[src/rtl/bgd_pkg.sv]
// ============================================================================
// bgd_pkg: shared types and constants of the button gesture detector
// Gesture code layout, tick counter limits, register map and channel types.
// ============================================================================
`default_nettype none

package bgd_pkg;

  // Number of joystick ports that keep gesture state.
  localparam int unsigned NUM_PORTS = 2;
  // Inputs per port: stick, trigger A, trigger B.
  localparam int unsigned NUM_INPUTS = 3;

  localparam int unsigned CODE_W = 5;
  localparam int unsigned TICK_W = 8;
  localparam int unsigned RAW_W  = 6;

  // Phase field, code bits [1:0].
  localparam logic [1:0] PH_OFF     = 2'd0;
  localparam logic [1:0] PH_PRESS   = 2'd1;
  localparam logic [1:0] PH_ON      = 2'd2;
  localparam logic [1:0] PH_RELEASE = 2'd3;

  // Hold mark field, code bits [3:2].
  localparam logic [1:0] HM_NONE    = 2'd0;
  localparam logic [1:0] HM_HOLD    = 2'd1;
  localparam logic [1:0] HM_HOLDING = 2'd2;

  // Whole codes: the off code, and the codes that raise an event flag.
  localparam logic [CODE_W-1:0] CODE_OFF         = 5'h00;
  localparam logic [CODE_W-1:0] CODE_CLICK       = 5'h01;
  localparam logic [CODE_W-1:0] CODE_RELEASE     = 5'h03;
  localparam logic [CODE_W-1:0] CODE_HOLD        = 5'h06;
  localparam logic [CODE_W-1:0] CODE_DOUBLE      = 5'h11;
  localparam logic [CODE_W-1:0] CODE_DOUBLE_HOLD = 5'h16;

  localparam logic [TICK_W-1:0] TICK_MAX = 8'hFF;
  localparam logic [RAW_W-1:0]  RAW_IDLE = 6'h3F;

  localparam logic [TICK_W-1:0] HOLD_TIME_RST   = 8'h10;
  localparam logic [TICK_W-1:0] DBL_TIME_RST    = 8'h04;

  // Register index, taken from paddr[2].
  localparam logic REG_HOLD_TIME = 1'b0;
  localparam logic REG_DBL_TIME  = 1'b1;

  // Gesture state of one input.
  typedef struct packed {
    logic              dbl;
    logic [1:0]        hold_mark;
    logic [1:0]        phase;
    logic [TICK_W-1:0] ticks;
  } bgd_chan_t;

  // Timing limits handed to every gesture update unit.
  typedef struct packed {
    logic [TICK_W-1:0] hold_time;
    logic [TICK_W-1:0] dbl_time;
  } bgd_cfg_t;

endpackage : bgd_pkg

`default_nettype wire

[src/rtl/bgd_gesture.sv]
// ============================================================================
// bgd_gesture: next-state logic of one input's gesture tracker
// Advances the tick counter, steps the phase and marks, then applies edges.
// ============================================================================
`default_nettype none

module bgd_gesture (
  input  var bgd_pkg::bgd_cfg_t  cfg_i,
  input  wire logic              cur_on_i,
  input  wire logic              prev_on_i,
  input  var bgd_pkg::bgd_chan_t chan_i,
  output bgd_pkg::bgd_chan_t     chan_o
);
  import bgd_pkg::*;

  always_comb begin
    logic [TICK_W-1:0] t;
    bgd_chan_t         s;

    s = chan_i;
    t = (chan_i.ticks != TICK_MAX) ? chan_i.ticks + TICK_W'(1) : chan_i.ticks;

    // At most one phase or mark change per frame.
    if (s.phase == PH_PRESS) begin
      s.phase = PH_ON;
    end else if (s.phase == PH_RELEASE) begin
      s.phase     = PH_OFF;
      s.hold_mark = HM_NONE;
    end else if (s.hold_mark == HM_NONE && s.phase == PH_ON && t > cfg_i.hold_time) begin
      s.hold_mark = HM_HOLD;
    end else if (s.hold_mark == HM_HOLD) begin
      s.hold_mark = HM_HOLDING;
    end else if (s.phase == PH_OFF && t > cfg_i.dbl_time) begin
      s.dbl = 1'b0;
    end

    // A new press keeps the hold mark and may set the double mark; a new release clears both marks.
    if (cur_on_i && !prev_on_i) begin
      s.phase = PH_PRESS;
      if (t <= cfg_i.dbl_time) begin
        s.dbl = 1'b1;
      end
      t = '0;
    end else if (!cur_on_i && prev_on_i) begin
      s.dbl       = 1'b0;
      s.hold_mark = HM_NONE;
      s.phase     = PH_RELEASE;
      t           = '0;
    end

    s.ticks = t;
    chan_o  = s;
  end

endmodule : bgd_gesture

`default_nettype wire

[src/rtl/button_gesture_detector_core.sv]
// ============================================================================
// button_gesture_detector_core: click, hold and double-click detector
// Tracks stick, trigger A and trigger B of each joystick port per frame.
// ============================================================================
// Path: an accepted sample is held in the input register, then its result is
//   written to the result register; either step can stall on back-pressure.
// Throughput: one transaction per cycle while the output side flows, set by the
//   combinational gesture update between the input and result registers.
// Reset: all codes clear to off, tick counters saturate at 255, the previous
//   samples read as released, and the registers return to 16 and 4.
`default_nettype none

module button_gesture_detector_core (
  input  wire logic        clk_i,
  input  wire logic        rst_ni,
  // Sample stream.
  input  wire logic        s_axis_tvalid,
  output logic             s_axis_tready,
  input  wire logic [7:0]  s_axis_tdata,   // [5:0] raw_status, [7:6] zero
  input  wire logic        s_axis_tuser,   // [0] port
  // Gesture stream.
  output logic             m_axis_tvalid,
  input  wire logic        m_axis_tready,
  output logic [31:0]      m_axis_tdata,   // [4:0] stick_code, [9:5] button_a_code,
                                           // [14:10] button_b_code, [17:15] click_flags,
                                           // [20:18] release_flags, [23:21] hold_flags,
                                           // [26:24] double_click_flags,
                                           // [29:27] double_hold_flags, [31:30] zero
  output logic             m_axis_tuser,   // [0] port_out
  // Configuration port.
  input  wire logic        psel,
  input  wire logic        penable,
  input  wire logic        pwrite,
  input  wire logic [2:0]  paddr,
  input  wire logic [31:0] pwdata,
  output logic [31:0]      prdata,
  output logic             pready
);
  import bgd_pkg::*;

  // --------------------------------------------------------------------------
  // Configuration registers. paddr[2] picks the register, low bits are the
  // byte offset inside the word.
  // --------------------------------------------------------------------------
  bgd_cfg_t cfg_q;

  assign pready = 1'b1;

  always_ff @(posedge clk_i or negedge rst_ni) begin
    if (!rst_ni) begin
      cfg_q.hold_time <= HOLD_TIME_RST;
      cfg_q.dbl_time  <= DBL_TIME_RST;
    end else if (psel && penable && pwrite && pready) begin
      unique case (paddr[2])
        REG_HOLD_TIME: cfg_q.hold_time <= pwdata[TICK_W-1:0];
        REG_DBL_TIME:  cfg_q.dbl_time  <= pwdata[TICK_W-1:0];
        default:       cfg_q           <= cfg_q;
      endcase
    end
  end

  always_comb begin
    unique case (paddr[2])
      REG_HOLD_TIME: prdata = {24'd0, cfg_q.hold_time};
      REG_DBL_TIME:  prdata = {24'd0, cfg_q.dbl_time};
      default:       prdata = '0;
    endcase
  end

  // --------------------------------------------------------------------------
  // Handshake. The input register moves into the result register whenever the
  // result register is empty or its transaction is taken in the same cycle,
  // so a new sample is accepted every cycle while the output side flows.
  // --------------------------------------------------------------------------
  logic             in_valid_q;
  logic             in_port_q;
  logic [RAW_W-1:0] in_raw_q;
  logic             out_valid_q;
  logic             out_free;
  logic             advance;

  assign out_free      = !out_valid_q || m_axis_tready;
  assign advance       = in_valid_q && out_free;
  assign s_axis_tready = !in_valid_q || advance;

  always_ff @(posedge clk_i or negedge rst_ni) begin
    if (!rst_ni) begin
      in_valid_q <= 1'b0;
    end else if (s_axis_tready) begin
      in_valid_q <= s_axis_tvalid;
    end
  end

  always_ff @(posedge clk_i) begin
    if (s_axis_tvalid && s_axis_tready) begin
      in_port_q <= s_axis_tuser;
      in_raw_q  <= s_axis_tdata[RAW_W-1:0];
    end
  end

  // --------------------------------------------------------------------------
  // Gesture state: one tracker per input and port, plus the last sample of
  // each port so that press and release edges can be seen.
  // --------------------------------------------------------------------------
  bgd_chan_t        chan_q [NUM_PORTS][NUM_INPUTS];
  logic [RAW_W-1:0] prev_raw_q [NUM_PORTS];
  bgd_chan_t        chan_cur [NUM_INPUTS];
  bgd_chan_t        chan_nxt [NUM_INPUTS];
  logic [NUM_INPUTS-1:0] cur_on;
  logic [NUM_INPUTS-1:0] prev_on;
  logic [RAW_W-1:0] prev_raw;
  logic             port_ok;

  assign port_ok  = 32'(in_port_q) < NUM_PORTS;
  assign prev_raw = prev_raw_q[in_port_q];

  // The stick is on while any direction bit is low; triggers are active low.
  assign cur_on  = {!in_raw_q[5], !in_raw_q[4], (in_raw_q[3:0] != 4'hF)};
  assign prev_on = {!prev_raw[5], !prev_raw[4], (prev_raw[3:0] != 4'hF)};

  for (genvar k = 0; k < NUM_INPUTS; k++) begin : g_input
    assign chan_cur[k] = chan_q[in_port_q][k];

    bgd_gesture u_gesture (
      .cfg_i     (cfg_q),
      .cur_on_i  (cur_on[k]),
      .prev_on_i (prev_on[k]),
      .chan_i    (chan_cur[k]),
      .chan_o    (chan_nxt[k])
    );
  end

  always_ff @(posedge clk_i or negedge rst_ni) begin
    if (!rst_ni) begin
      for (int p = 0; p < NUM_PORTS; p++) begin
        prev_raw_q[p] <= RAW_IDLE;
        for (int k = 0; k < NUM_INPUTS; k++) begin
          chan_q[p][k] <= '{dbl: 1'b0, hold_mark: HM_NONE, phase: PH_OFF,
                            ticks: TICK_MAX};
        end
      end
    end else if (advance && port_ok) begin
      prev_raw_q[in_port_q] <= in_raw_q;
      for (int k = 0; k < NUM_INPUTS; k++) begin
        chan_q[in_port_q][k] <= chan_nxt[k];
      end
    end
  end

  // --------------------------------------------------------------------------
  // Result assembly. An out-of-range port reports all codes and flags as zero.
  // --------------------------------------------------------------------------
  logic [CODE_W-1:0]     code [NUM_INPUTS];
  logic [NUM_INPUTS-1:0] fl_click, fl_release, fl_hold, fl_double, fl_dhold;
  logic [31:0]           result_d;
  logic [31:0]           result_q;
  logic                  port_out_q;

  always_comb begin
    for (int k = 0; k < NUM_INPUTS; k++) begin
      code[k]       = port_ok ? {chan_nxt[k].dbl, chan_nxt[k].hold_mark, chan_nxt[k].phase}
                              : CODE_OFF;
      fl_click[k]   = port_ok && (code[k] == CODE_CLICK);
      fl_release[k] = port_ok && (code[k] == CODE_RELEASE);
      fl_hold[k]    = port_ok && (code[k] == CODE_HOLD);
      fl_double[k]  = port_ok && (code[k] == CODE_DOUBLE);
      fl_dhold[k]   = port_ok && (code[k] == CODE_DOUBLE_HOLD);
    end
    result_d = {2'b00, fl_dhold, fl_double, fl_hold, fl_release, fl_click,
                code[2], code[1], code[0]};
  end

  always_ff @(posedge clk_i or negedge rst_ni) begin
    if (!rst_ni) begin
      out_valid_q <= 1'b0;
    end else if (out_free) begin
      out_valid_q <= in_valid_q;
    end
  end

  always_ff @(posedge clk_i) begin
    if (advance) begin
      result_q   <= result_d;
      port_out_q <= in_port_q;
    end
  end

  assign m_axis_tvalid = out_valid_q;
  assign m_axis_tdata  = result_q;
  assign m_axis_tuser  = port_out_q;

  // --------------------------------------------------------------------------
  // Assertions
  // --------------------------------------------------------------------------
  a_ready_when_empty : assert property (@(posedge clk_i) disable iff (!rst_ni)
    !s_axis_tready |-> in_valid_q)
    else $error("input side stalled with an empty input register");

  a_port_follows : assert property (@(posedge clk_i) disable iff (!rst_ni)
    advance |=> (m_axis_tvalid && m_axis_tuser == $past(in_port_q)))
    else $error("result port does not match the advanced sample");

  a_press_seen : assert property (@(posedge clk_i) disable iff (!rst_ni)
    (advance && port_ok && cur_on[0] && !prev_on[0]) |=> (m_axis_tdata[1:0] == PH_PRESS))
    else $error("stick press edge not reported as press");

  a_flags_exclusive : assert property (@(posedge clk_i) disable iff (!rst_ni)
    m_axis_tvalid |-> ((m_axis_tdata[17:15] & m_axis_tdata[20:18]) == 3'b000 &&
                       (m_axis_tdata[17:15] & m_axis_tdata[26:24]) == 3'b000))
    else $error("one input reports two exclusive events");

endmodule : button_gesture_detector_core

`default_nettype wire
[config.mk]
export PLATFORM = sky130hd
export DESIGN_NAME = button_gesture_detector_core
export DESIGN_NICKNAME = d
export VERILOG_FILES = /design/src/rtl/bgd_pkg.sv /design/src/rtl/bgd_gesture.sv /design/src/rtl/button_gesture_detector_core.sv
export SDC_FILE = /design/constraint.sdc
export NUM_CORES = 1
export LEC_CHECK = 0
export BUFFER_PORTS_ARGS = -buffer_cell sky130_fd_sc_hd__buf_4
export CAP_MARGIN = 10
export CORE_ASPECT_RATIO = 0.8
export CORE_MARGIN = 3
export CORE_UTILIZATION = 45
export CTS_BUF_LIST = sky130_fd_sc_hd__clkbuf_4 sky130_fd_sc_hd__clkbuf_8
export CTS_CLUSTER_SIZE = 8
export DETAILED_ROUTE_END_ITERATION = 10
export HOLD_SLACK_MARGIN = 0.05
export PLACE_DENSITY = 0.67
export SLEW_MARGIN = 20
export SYNTH_ARGS = -nofsm -noshare
export SYNTH_HDL_FRONTEND = slang
export SYNTH_SLANG_ARGS = --single-unit
[constraint.sdc]
create_clock -name clk_i -period 3.28 [get_ports clk_i]
set_input_delay 0.328 -clock clk_i [delete_from_list [all_inputs] [get_ports clk_i]]
set_output_delay 0.328 -clock clk_i [all_outputs]
set_load 0.01 [all_outputs]
Yosys cells after proc, flatten, opt, wreduce, memory -nomap -nowiden
Index checks and enable logic that the tools add are counted.
{"block": "word_totals", "ff_bits": 146, "inputBits": 51, "out_inout_bits": 68, "word_cells": 193}
{"block": "op_classes", "add_sub_neg": 3, "n_lt_le_gt_ge": 11, "n_eq_ne": 32, "n_mux": 73, "bitwise_logic": 2, "reduce_logical": 38}
{"op": "bitwise mux 78 bit", "n": 3}
{"op": "two-way mux 39 bit", "n": 4}
{"op": "demux 39 bit (select 1 bit)", "n": 3}
{"op": "two-way mux 8 bit", "n": 9}
{"op": "case mux 32 bit (2 select lines)", "n": 1}
{"op": "> comparator 8 bit", "n": 6}
{"op": "two-way mux 2 bit", "n": 21}
{"op": "== test 5 bit (second input constant)", "n": 6}
{"op": "two-way mux 26 bit", "n": 1}
{"op": "adder 8 x 1 -> 8 bit (second input constant)", "n": 3}
{"op": "less-or-equal comparator 8 bit", "n": 3}
{"op": "two-way mux 6 bit", "n": 4}
{"op": "inequality test 8 bit (second input constant)", "n": 3}
{"op": "logical AND 1 bit", "n": 20}
{"op": "two-way mux 1 bit", "n": 18}
{"op": "== test 5 x 1 -> 1 bit (second input constant)", "n": 3}
{"op": "== test 5 x 2 -> 1 bit (second input constant)", "n": 3}
{"op": "== test 5 x 3 -> 1 bit (second input constant)", "n": 3}
{"op": "two-way mux 5 bit", "n": 3}
{"op": "two-way mux 13 bit", "n": 1}
{"op": "bitwise mux 12 bit", "n": 1}
{"op": "== test 2 x 1 -> 1 bit (second input constant)", "n": 6}
{"op": "== test 2 bit (second input constant)", "n": 6}
{"op": "zero test 2 bit", "n": 6}
{"op": "other kinds (10)", "n": 22}

Longest topological paths before layout
{"block": "depth", "word_depth": 18, "mapped_depth": 20, "mapped_depth_nobuf": 16}

Hierarchy
From an unflattened synthesis, not the netlist that was laid out.
{"block": "unflattened", "cells_unflattened": 731, "area_unflattened_um2": 9044.9}
{"mod": "button_gesture_detector_core", "instances": 1, "cells_each": 392, "area_per_inst_um2": 6672.6, "seq_area_each_um2": 3921.3}
{"mod": "bgd_gesture", "instances": 3, "cells_each": 113, "area_per_inst_um2": 790.8, "seq_area_each_um2": 0.0}

Worst setup path after synthesis
No wires, ideal clock.
{"block": "synth_timing", "path_kind": "register to register", "start": "register in_port_q", "end": "register result_q[21], in the netlist m_axis_tdata[21], data pin", "setup_time_ps": 255, "t_arrival_ps": 3365, "required_ps": 3025, "path_slack_ps": -340, "stages_incl_launch_ff": 16, "path_buffers": 3, "period_less_slack_ps": 3620, "path_cell_list": "edfxtp_1 buf_6 buf_6 buf_4 mux2_2 ha_1 o21ai_1 nand2b_1 mux2_2 ha_1 nor2b_1 o211ai_1 a21o_1 a211o_1 a22oi_4 and3b_1"}
{"element": "start: declaration", "line_no": "button_gesture_detector_core.sv:76", "text": "logic in_port_q;"}
{"element": "start signal: assignment", "line_no": "button_gesture_detector_core.sv:96", "text": "in_port_q <= s_axis_tuser;"}
{"element": "end signal: assignment", "line_no": "button_gesture_detector_core.sv:183", "text": "result_q <= result_d;"}
{"element": "end: declaration", "line_no": "button_gesture_detector_core.sv:156", "text": "logic [31:0] result_q;"}

==> results.txt <==
The count of input and output buffers is 63. The largest clock skew in the final design is 0.01473 ns. The number of clock sinks is 146.

The reported max-cap violation count came out at 0. The final setup violation count came out at 30. The pin slew with the least headroom to its limit came out at 0.5531 ns. The final route contains 6419 vias. The number of warnings reported in the yosys synthesis log is 0. The simple-gate area share of the yosys netlist came out at 14.26%.

The worst min-delay path class is in2reg. The number of inserted filler cells in the final layout came out at 1671. The minimum setup slack in the final design came out at -0.1907 ns. The number of DRC markers after the initial detailed-route iteration is 371. The leakage power is 4.910 nW. On the critical path the largest part of the delay comes from compound AO/OA/AOI/OAI gates. TritonCTS built the clock tree. The post-placement worst setup slack is -0.2655 ns.

The first-pass detailed-route iteration total is 4. The largest fanout on the critical path came out at 10. After synthesis, flip-flops and latches occupy 44.37% of the total area. With fillers left out, the area of the finished cells amounts to 10910 µm².

The data required time at the worst endpoint came out at 3.58 ns. The setup check on the worst reg-to-reg path leaves a slack of -0.19 ns. From synthesis to final layout, the design area changed by 23.43%. The share of cells above drive strength 1 came out at 40.70%. Summing the areas of all compound-gate instances in the mapped netlist gives 11.48% of the synthesized area. The post-synthesis cell area came out at 8838 µm². The number of distinct standard cells referenced by the synthesized netlist is 84. The critical path crosses 16 cells after its start point. After synthesis, the cell types taking the most area are dfstp_2, dfrtp_1, edfxtp_1. The number of clock buffers added by TritonCTS is 17. The initial antenna violation count is 0.

After synthesis, the largest family of logic cells by area is simple AND/OR/NAND/NOR gates. The maximum ir drop on the vdd rail came out at 0.0002791 V. From left edge to right edge, the die measures 162.7 µm. In the synthesized netlist, the cells that appear most often are nand2_1, ha_1, mux2_2, dfstp_2, o21ai_0. The floorplan step defined a core boundary enclosing 19140 µm². The number of hold violations in the final report came out at 0. In this run the deepest clock path goes through 2 buffers. The worst hold-check slack came out at 0.08992 ns. After clock tree synthesis, the clock-pin slew on the worst setup and hold paths is 0.10 ns.

The destination of the critical timing path is m_axis_tdata[15]. The area taken by flip-flops and latches came out at 3921 µm². The most numerous cell type found on the critical path is buf_4. The count of unresolved DRC violations after routing came out at 0. The congestion estimate from routability-driven global placement came to 0.8354. The setup path with the least slack is of type reg2reg. The number of max-slew violations in the final report came to 0. The worst slew margin relative to its limit is 63.13%. The highest clock rate is 0.2881 GHz. The critical path contains buffers and inverters numbering 5 combined. The largest individual stage delay along the critical path comes from the cell edfxtp_1. Synthesis produced a netlist whose cell count is 812. The clock period minus final worst setup slack is 3.471 ns. The synthesized netlist devotes 9.683% of its cell area to adder and majority cells. The delay of the slowest cell on the worst path came out at 0.42 ns.

In the finished design, the share of the clock period the worst path needs comes to 105.8%. The number of cells traversed by the worst register-to-register path is 16. The H-tree was split into 4 levels. Setup repair after global routing could not meet its margin everywhere.

The beginning of the critical path is in_port_q. The via count of the first global-routing pass is 6443. The total I/O pin count came out at 119.

For this run, the leading register cell type out of synthesis is dfstp_2. The count of flip-flops with a built-in enable after synthesis came out at 38. The startpoint identified for the worst register-to-register timing path is in_port_q. The later pin in the worst-skew pair is clocked with a latency of 0.46 ns. The tree is rooted in a clkbuf_8. The remaining antenna violation count after routing is 0. The share of synthesized area in the top cell type comes to 18.43%.

The area after detailed placement came out at 10090 µm². The total wirelength of the detailed-routed design is 20360 µm. The launching element type of the critical path is a register. The total number of nets in the final design came out at 1082. The synthesized flop and latch total came out at 146. The cell row count is 45. The total congestion overflow after global routing came out at 0. The XOR/XNOR share of the synthesized area came out at 1.345%. Of all cell types, the one taking the most synthesized area is dfstp_2. The signal arrival time at the worst endpoint came out at 3.77 ns. The final routed wire length divided by cell count is 16.47 µm.

Traced cell by cell, the critical path runs through buf_12 > buf_8 > buf_4 > and3b_1 > o22a_1 > nand2b_4 > mux2_4 > buf_4 > ha_1 > nor2b_2 > o211ai_1 > a21o_1 > a211oi_2 > a22oi_4 > buf_4 > nor4_2. Dividing total power by cell area gives a power density of 624.3 nW/µm². The chip height is 131.4 µm. Averaged over all synthesized cells, the footprint is 10.88 µm². The overall die area came out at 21370 µm². The worst register-to-register path ends at m_axis_tdata[15]. The flow ran to the end, but the final reports show violations. The cell with the most instances after synthesis is nand2_1. Summed over all nets, the half-perimeter wirelength after detailed placement is 14550 µm. The number of antenna diodes in the final layout is 0. The aggregate global-route resource usage came out at 19.41%.

In the final layout, the multi-input gates occupy 4821 µm². The checks that failed: negative setup slack. STA classifies the critical path endpoint as a register. The post-synthesis mux area share came out at 12.77%. The via density per instance came out at 5.193. The initial cell density of the core is 46.17%. The global-route wire length before repair came out at 33310 µm. The share of synthesized registers carrying an async set or reset came out at 73.97%.

The pin count of the biggest net entering global routing came out at 69.
[layer usage]
| metal | vias up | share of wire (%) | global-route usage (%) | wire length, µm |
|---|---|---|---|---|
| met5 | - | 0 | 0 | 0 |
| met4 | 0 | 1.6 | 5.026 | 316 |
| met3 | 23 | 3.4 | 3.908 | 692 |
| met2 | 92 | 47 | 30.89 | 9564 |
| met1 | 3122 | 48 | 27.16 | 9787 |
| li1 | 3182 | - | - | - |
[what timing repair did]
item / CTS / global route
endpoints found under the setup margin: 33 / 33
hold buffers: 8 / 0
setup buffers: 5 / 5
endpoints found under the hold margin: 23 / 0
pin swaps: 14 / 9
resized for setup: 23 / 37
gates cloned: 0 / 0
[power breakdown]
part	total [W]	leakage (nW)	internal [W]	switching, W
clock network	0.00141	0.199	0.000636	0.000772
registers	0.00262	1.60	0.00237	0.000251
logic	0.00278	3.11	0.00133	0.00145
total	0.00681	4.91	0.00433	0.00248
[per-stage QoR]
stage | instances | setup TNS (ns) | utilization (%) | total power (W)
2_1_floorplan | 837 | -3.922 | - | 0.004200
3_3_place_gp | 1186 | -3.876 | 52.71 | 0.005100
3_5_place_dp | 1186 | -5.081 | 52.71 | 0.005174
4_1_cts | 1231 | -4.214 | 55.84 | 0.006686
5_1_grt | 1236 | -8.827 | 56.99 | 0.007289
6_report | 1236 | -3.714 | 56.99 | 0.006811
[registers in the layout (all words and copies together) (netlist names)]
register and cells:
cfg_q 16, chan_q 78, in_port_q 1, in_raw_q 6, in_valid_q 1, m_axis_tdata 30, m_axis_tuser 1, m_axis_tvalid 1
prev_raw_q 12
[how the worst min path moves through the flow]
stage | cells past startpoint | endpoint | slack [ns] | from
finish | 2 | in_valid_q | 0.09 | s_axis_tvalid
global route | 2 | in_valid_q | 0.07 | s_axis_tvalid
CTS | 2 | in_valid_q | 0.07 | s_axis_tvalid
detailed placement | 1 | cfg_q[8] | 0.35 | rst_ni
global placement | 1 | cfg_q[8] | 0.35 | rst_ni
floorplan | 0 | cfg_q[0] | 0.03 | rst_ni
[logic make-up (layout without fill, tap and decap cells)]
family	count (synthesis)	after routing
simple gates	238	238
compound gates	148	148
flops	146	146
mux	102	102
buf+inv	96	237
fa+ha+maj	69	69
xor+xnor	11	11
other cells	2	27
[layout by cell type, fill, tap and decap left out, types with 9 or more instances in the layout]
| master | n |
|---|---|
| and2_1 | 9 |
| inv_1 | 40 |
| clkbuf_8 | 17 |
| a21oi_1 | 24 |
| conb_1 | 27 |
| buf_4 | 142 |
| edfxtp_1 | 38 |
| mux2i_1 | 30 |
| dfrtp_1 | 46 |
| dfstp_2 | 62 |
| nand3_1 | 18 |
| nor3_1 | 10 |
| nor2_1 | 21 |
| nand2_1 | 90 |
| o21ai_0 | 46 |
| nand4_1 | 11 |
| ha_1 | 61 |
| mux2_2 | 59 |
| a22o_1 | 14 |
[final cells by class]
| type | instances | share of cell area (%) |
|---|---|---|
| multi-input cells | 595 | 44.19 |
| flip-flops and latches | 146 | 35.94 |
| repair buffers | 160 | 11.81 |
| well taps | 258 | 2.959 |
| clock buffers | 18 | 2.214 |
| inverters | 45 | 1.548 |
| clock inverters | 14 | 1.330 |
Power figures use the tool's default switching activity.
